### src/hdl/fdg_pkg.sv
// ----------------------------------------------------------------------------
// fdg_pkg
// Shared widths, register codes and the result record of the 2-D gradient.
// ----------------------------------------------------------------------------
`timescale 1ns / 1ps

package fdg_pkg;

    // Gradient result and coefficient widths
    localparam int GRAD_W          = 25;
    localparam int INV_W           = 16;
    localparam int SHIFT_ONE_SIDED = 8;
    localparam int SHIFT_CENTRAL   = 9;

    // Frame geometry
    localparam int IMG_W_W = 11;
    localparam int IMG_H_W = 16;
    localparam int PROW_W  = 16;
    localparam int PCOL_W  = 10;

    // Configuration channel
    localparam int CFG_IDX_W  = 2;
    localparam int CFG_DATA_W = 16;

    localparam logic [CFG_IDX_W-1:0] REG_IMAGE_WIDTH  = 2'd0;
    localparam logic [CFG_IDX_W-1:0] REG_IMAGE_HEIGHT = 2'd1;
    localparam logic [CFG_IDX_W-1:0] REG_INV_SPACING  = 2'd2;

    localparam logic [IMG_W_W-1:0] IMG_W_RESET = 11'd1024;
    localparam logic [IMG_H_W-1:0] IMG_H_RESET = 16'd1024;
    localparam logic [INV_W-1:0]   INV_RESET   = 16'd256;

    // One input item causes at most this many results
    localparam int RES_SLOTS = 3;

    typedef struct packed {
        logic [GRAD_W-1:0] grad_row;
        logic [GRAD_W-1:0] grad_col;
        logic [PROW_W-1:0] prow;
        logic [PCOL_W-1:0] pcol;
        logic              done;
        logic              last;
    } result_t;

endpackage

### src/hdl/fdg_scale.sv
// ----------------------------------------------------------------------------
// fdg_scale
// Multiplies a sample difference by the Q8.8 reciprocal spacing and floors
// the product by 8 bits (one-sided) or 9 bits (central difference).
// ----------------------------------------------------------------------------
`timescale 1ns / 1ps

module fdg_scale
    import fdg_pkg::*;
#(
    parameter int DIFF_W = 17
)
(
    input  logic signed [DIFF_W-1:0] diff,
    input  logic        [INV_W-1:0]  inv_spacing,
    input  logic                     central,
    output logic signed [GRAD_W-1:0] grad
);

    localparam int PROD_W = DIFF_W + INV_W + 1;

    logic signed [PROD_W-1:0]        product;
    logic signed [PROD_W-1:0]        shifted;
    logic        [PROD_W+GRAD_W-1:0] extended;

    assign product  = PROD_W'(diff) * PROD_W'($signed({1'b0, inv_spacing}));
    // arithmetic shift floors toward minus infinity
    assign shifted  = central ? (product >>> SHIFT_CENTRAL) : (product >>> SHIFT_ONE_SIDED);
    assign extended = {{GRAD_W{shifted[PROD_W-1]}}, shifted};
    assign grad     = $signed(extended[GRAD_W-1:0]);

endmodule

### config.mk
export PLATFORM = sky130hd
export DESIGN_NAME = fdg_scale
export DESIGN_NICKNAME = d
export VERILOG_FILES = /design/src/hdl/fdg_pkg.sv /design/src/hdl/fdg_scale.sv
export SDC_FILE = /design/constraint.sdc
export NUM_CORES = 1
export LEC_CHECK = 0
export ABC_AREA = 1
export BUFFER_PORTS_ARGS = -buffer_cell sky130_fd_sc_hd__buf_2
export CAP_MARGIN = 25
export CORE_ASPECT_RATIO = 0.9
export CORE_MARGIN = 5
export CORE_UTILIZATION = 40
export DETAILED_ROUTE_END_ITERATION = 10
export SYNTH_ARGS = -nofsm -noshare
export SYNTH_HDL_FRONTEND = slang
export SYNTH_SLANG_ARGS = --single-unit
### constraint.sdc
create_clock -name vclk -period 7
set_input_delay 0.35 -clock vclk [all_inputs]
set_output_delay 0.35 -clock vclk [all_outputs]
set_load 0.05 [all_outputs]
==> flow_summary.toml <==
[setup_path]
path_class = "in2out"
crit_fanout = 16
endpoint_kind = "output pin"
start_kind = "primary input"
setup.worst_path.start = "diff[16]"
required_ns = 6.65
worst-endpoint-arrival_ns = 6.24

[floorplan]
io_pins = 59
die_width_um = 193
start_util = 0.404
die_h_um = 175
core_area_um2 = 29800
dieArea_um2 = 33700
rows = 60

[worst_hold_path]
min_path_cells = 4
hp-start = "central"
hold_class = "in2out"

[cells_and_area]
fin_area_um2 = 12600
seq_cell_count = 0
regArea_um2 = 0
diodes = 0
fillers = 3193
drive_gt1_frac = 0.0587
layout.nets = 2102
areaGrowthSynthToFinish_pct = 4.60
clock_buffers = 0
utilization = 0.422

[timing]
max_freq_mhz = 152
hold_viol = 0
finalCriticalPeriod_ns = 6.59
tightest_slew_ns = 0.719
fin_crit_sh = 0.942
finalSetupViolCount = 0
max-slew-margin-rel = 0.520
finalSetupTns_ns = 0
rsz0062_at_grt = "no"
report.final.slew_viol_count = 0

[placement]
post-dp-hpwl_mm = 26.7
placed_area_um2 = 12600
gp_congestion = 0.941
port_buffers = 59

[routing]
routed-via-count = 9826
route.detailed.wl_per_inst_um = 14.7
antenna_left = 0
vias_per_cell = 4.66
routed_wl_mm = 30.9
drc = 0
dr.pass1.iters = 5
drtIter0Drc = 555

[synth]
syn-instance-count = 1712
ys_top_cells_by_count = "inv_1 (564), nand2_1 (509), fa_1 (277), ha_1 (85), nand3_1 (71)"
ys_seq_area_frac = 0
synth_most_common_cell = "inv_1"
synth_top_cell_by_area = "fa_1"
postSynthAreaPerCell_um2 = 7.03
netlist.area_leader.share = 0.461
synth_top_family_by_area = "adder cells"
synth-xor-area-share = 0.00218
syn-cell-area_um2 = 12000
synth_compound_area_frac = 0.0152
yosys.area_share.simple = 0.234
yosys_warnings = 0
syn_nets = 2108
synth_mux_area_frac = 0
synth_fa_ha_area_frac = 0.549
synthTopCellsByArea = "fa_1 (46%), inv_1 (18%), nand2_1 (16%)"
yosys.cell_types.count = 31

[global_routing]
grtUsageTotal = 0.195
grt_max_degree = 28
grt_overflow = 0
grt_pass1_wl_mm = 53.5
antenna_found_initial = 0
grt_pass1_vias = 10700

[outcome]
status = "finished clean"

[cts]
cts_hold_buf = 0

[run]
drv_cap = 0
per-stage QoR:
stage                     worst slack [ns]  instances  hold WS [ns]
after global placement               0.461       2107          1.36
after global routing                0.0159       2107          1.43
after floorplan                      0.777       1712          1.17
after CTS                            0.360       2107          1.36
after detailed placement             0.384       2107          1.36
final                                0.406       2107          1.35
layout by cell type (no fill, tap or decap), types with 2 or more instances in the layout:
cell	instances
nand3b_1	7
o21bai_1	2
buf_4	2
a21o_1	2
nor3_1	4
inv_1	563
o21ai_0	6
nand2_1	509
or2_1	3
buf_2	59
and3_1	3
nand2_2	18
xnor2_1	3
ha_1	85
inv_2	4
fa_1	276
nor2_2	5
and2_1	5
nand3_1	71
nor3_2	4
a21oi_1	22
or2_2	3
nor2_1	34
nand4_1	6
timing repair:
action / CTS / global route
gates resized for setup: 0 / 2
buffers inserted: 0 / 0
setup endpoints to repair: 0 / 5
path summary, 6_finish.rpt:
path	slack, ns	end
worst min-delay path	1.35	grad[17]
worst max-delay path	0.41	grad[17]
cell families (layout without fill, tap and decap cells):
logic type,after synthesis,after routing
buffers and inverters,637,629
and+or+nand+nor,676,676
AOI/OAI and AO/OA,34,34
adders and majority gates,362,362
xor gates and xnor gates,3,3
worst max-delay path: stages:
cell	delay [ns]
buf_2	0.30
nand2_1	0.23
fa_2	0.62
fa_1	0.62
clkinvlp_4	0.26
fa_1	0.53
fa_1	0.50
fa_1	0.49
inv_1	0.05
fa_1	0.47
inv_1	0.04
ha_1	0.37
nand2_1	0.13
nor2_1	0.19
and3_1	0.30
o21ai_0	0.19
nand4_1	0.17
nand3_1	0.09
nand2_1	0.08
buf_2	0.25
final cells by class:
| type | count | area (µm²) | area share |
|---|---|---|---|
| inverter | 568 | 2140 | 0.170 |
| multi-input combinational | 1075 | 9640 | 0.766 |
| tap | 403 | 504 | 0.0401 |
| timing repair buffer | 61 | 310 | 0.0247 |
routing by layer:
| layer | track usage | vias to the layer above | wire (µm) |
|---|---|---|---|
| met5 | 0 | - | 0 |
| met4 | 0.0264 | 0 | 444 |
| met3 | 0.00643 | 32 | 1040 |
| met2 | 0.345 | 190 | 15400 |
| met1 | 0.274 | 4882 | 14100 |
| li1 | - | 4722 | - |
Power is not shown: default switching activity piles up to over one toggle a cycle in this logic, so the estimate is an artifact.
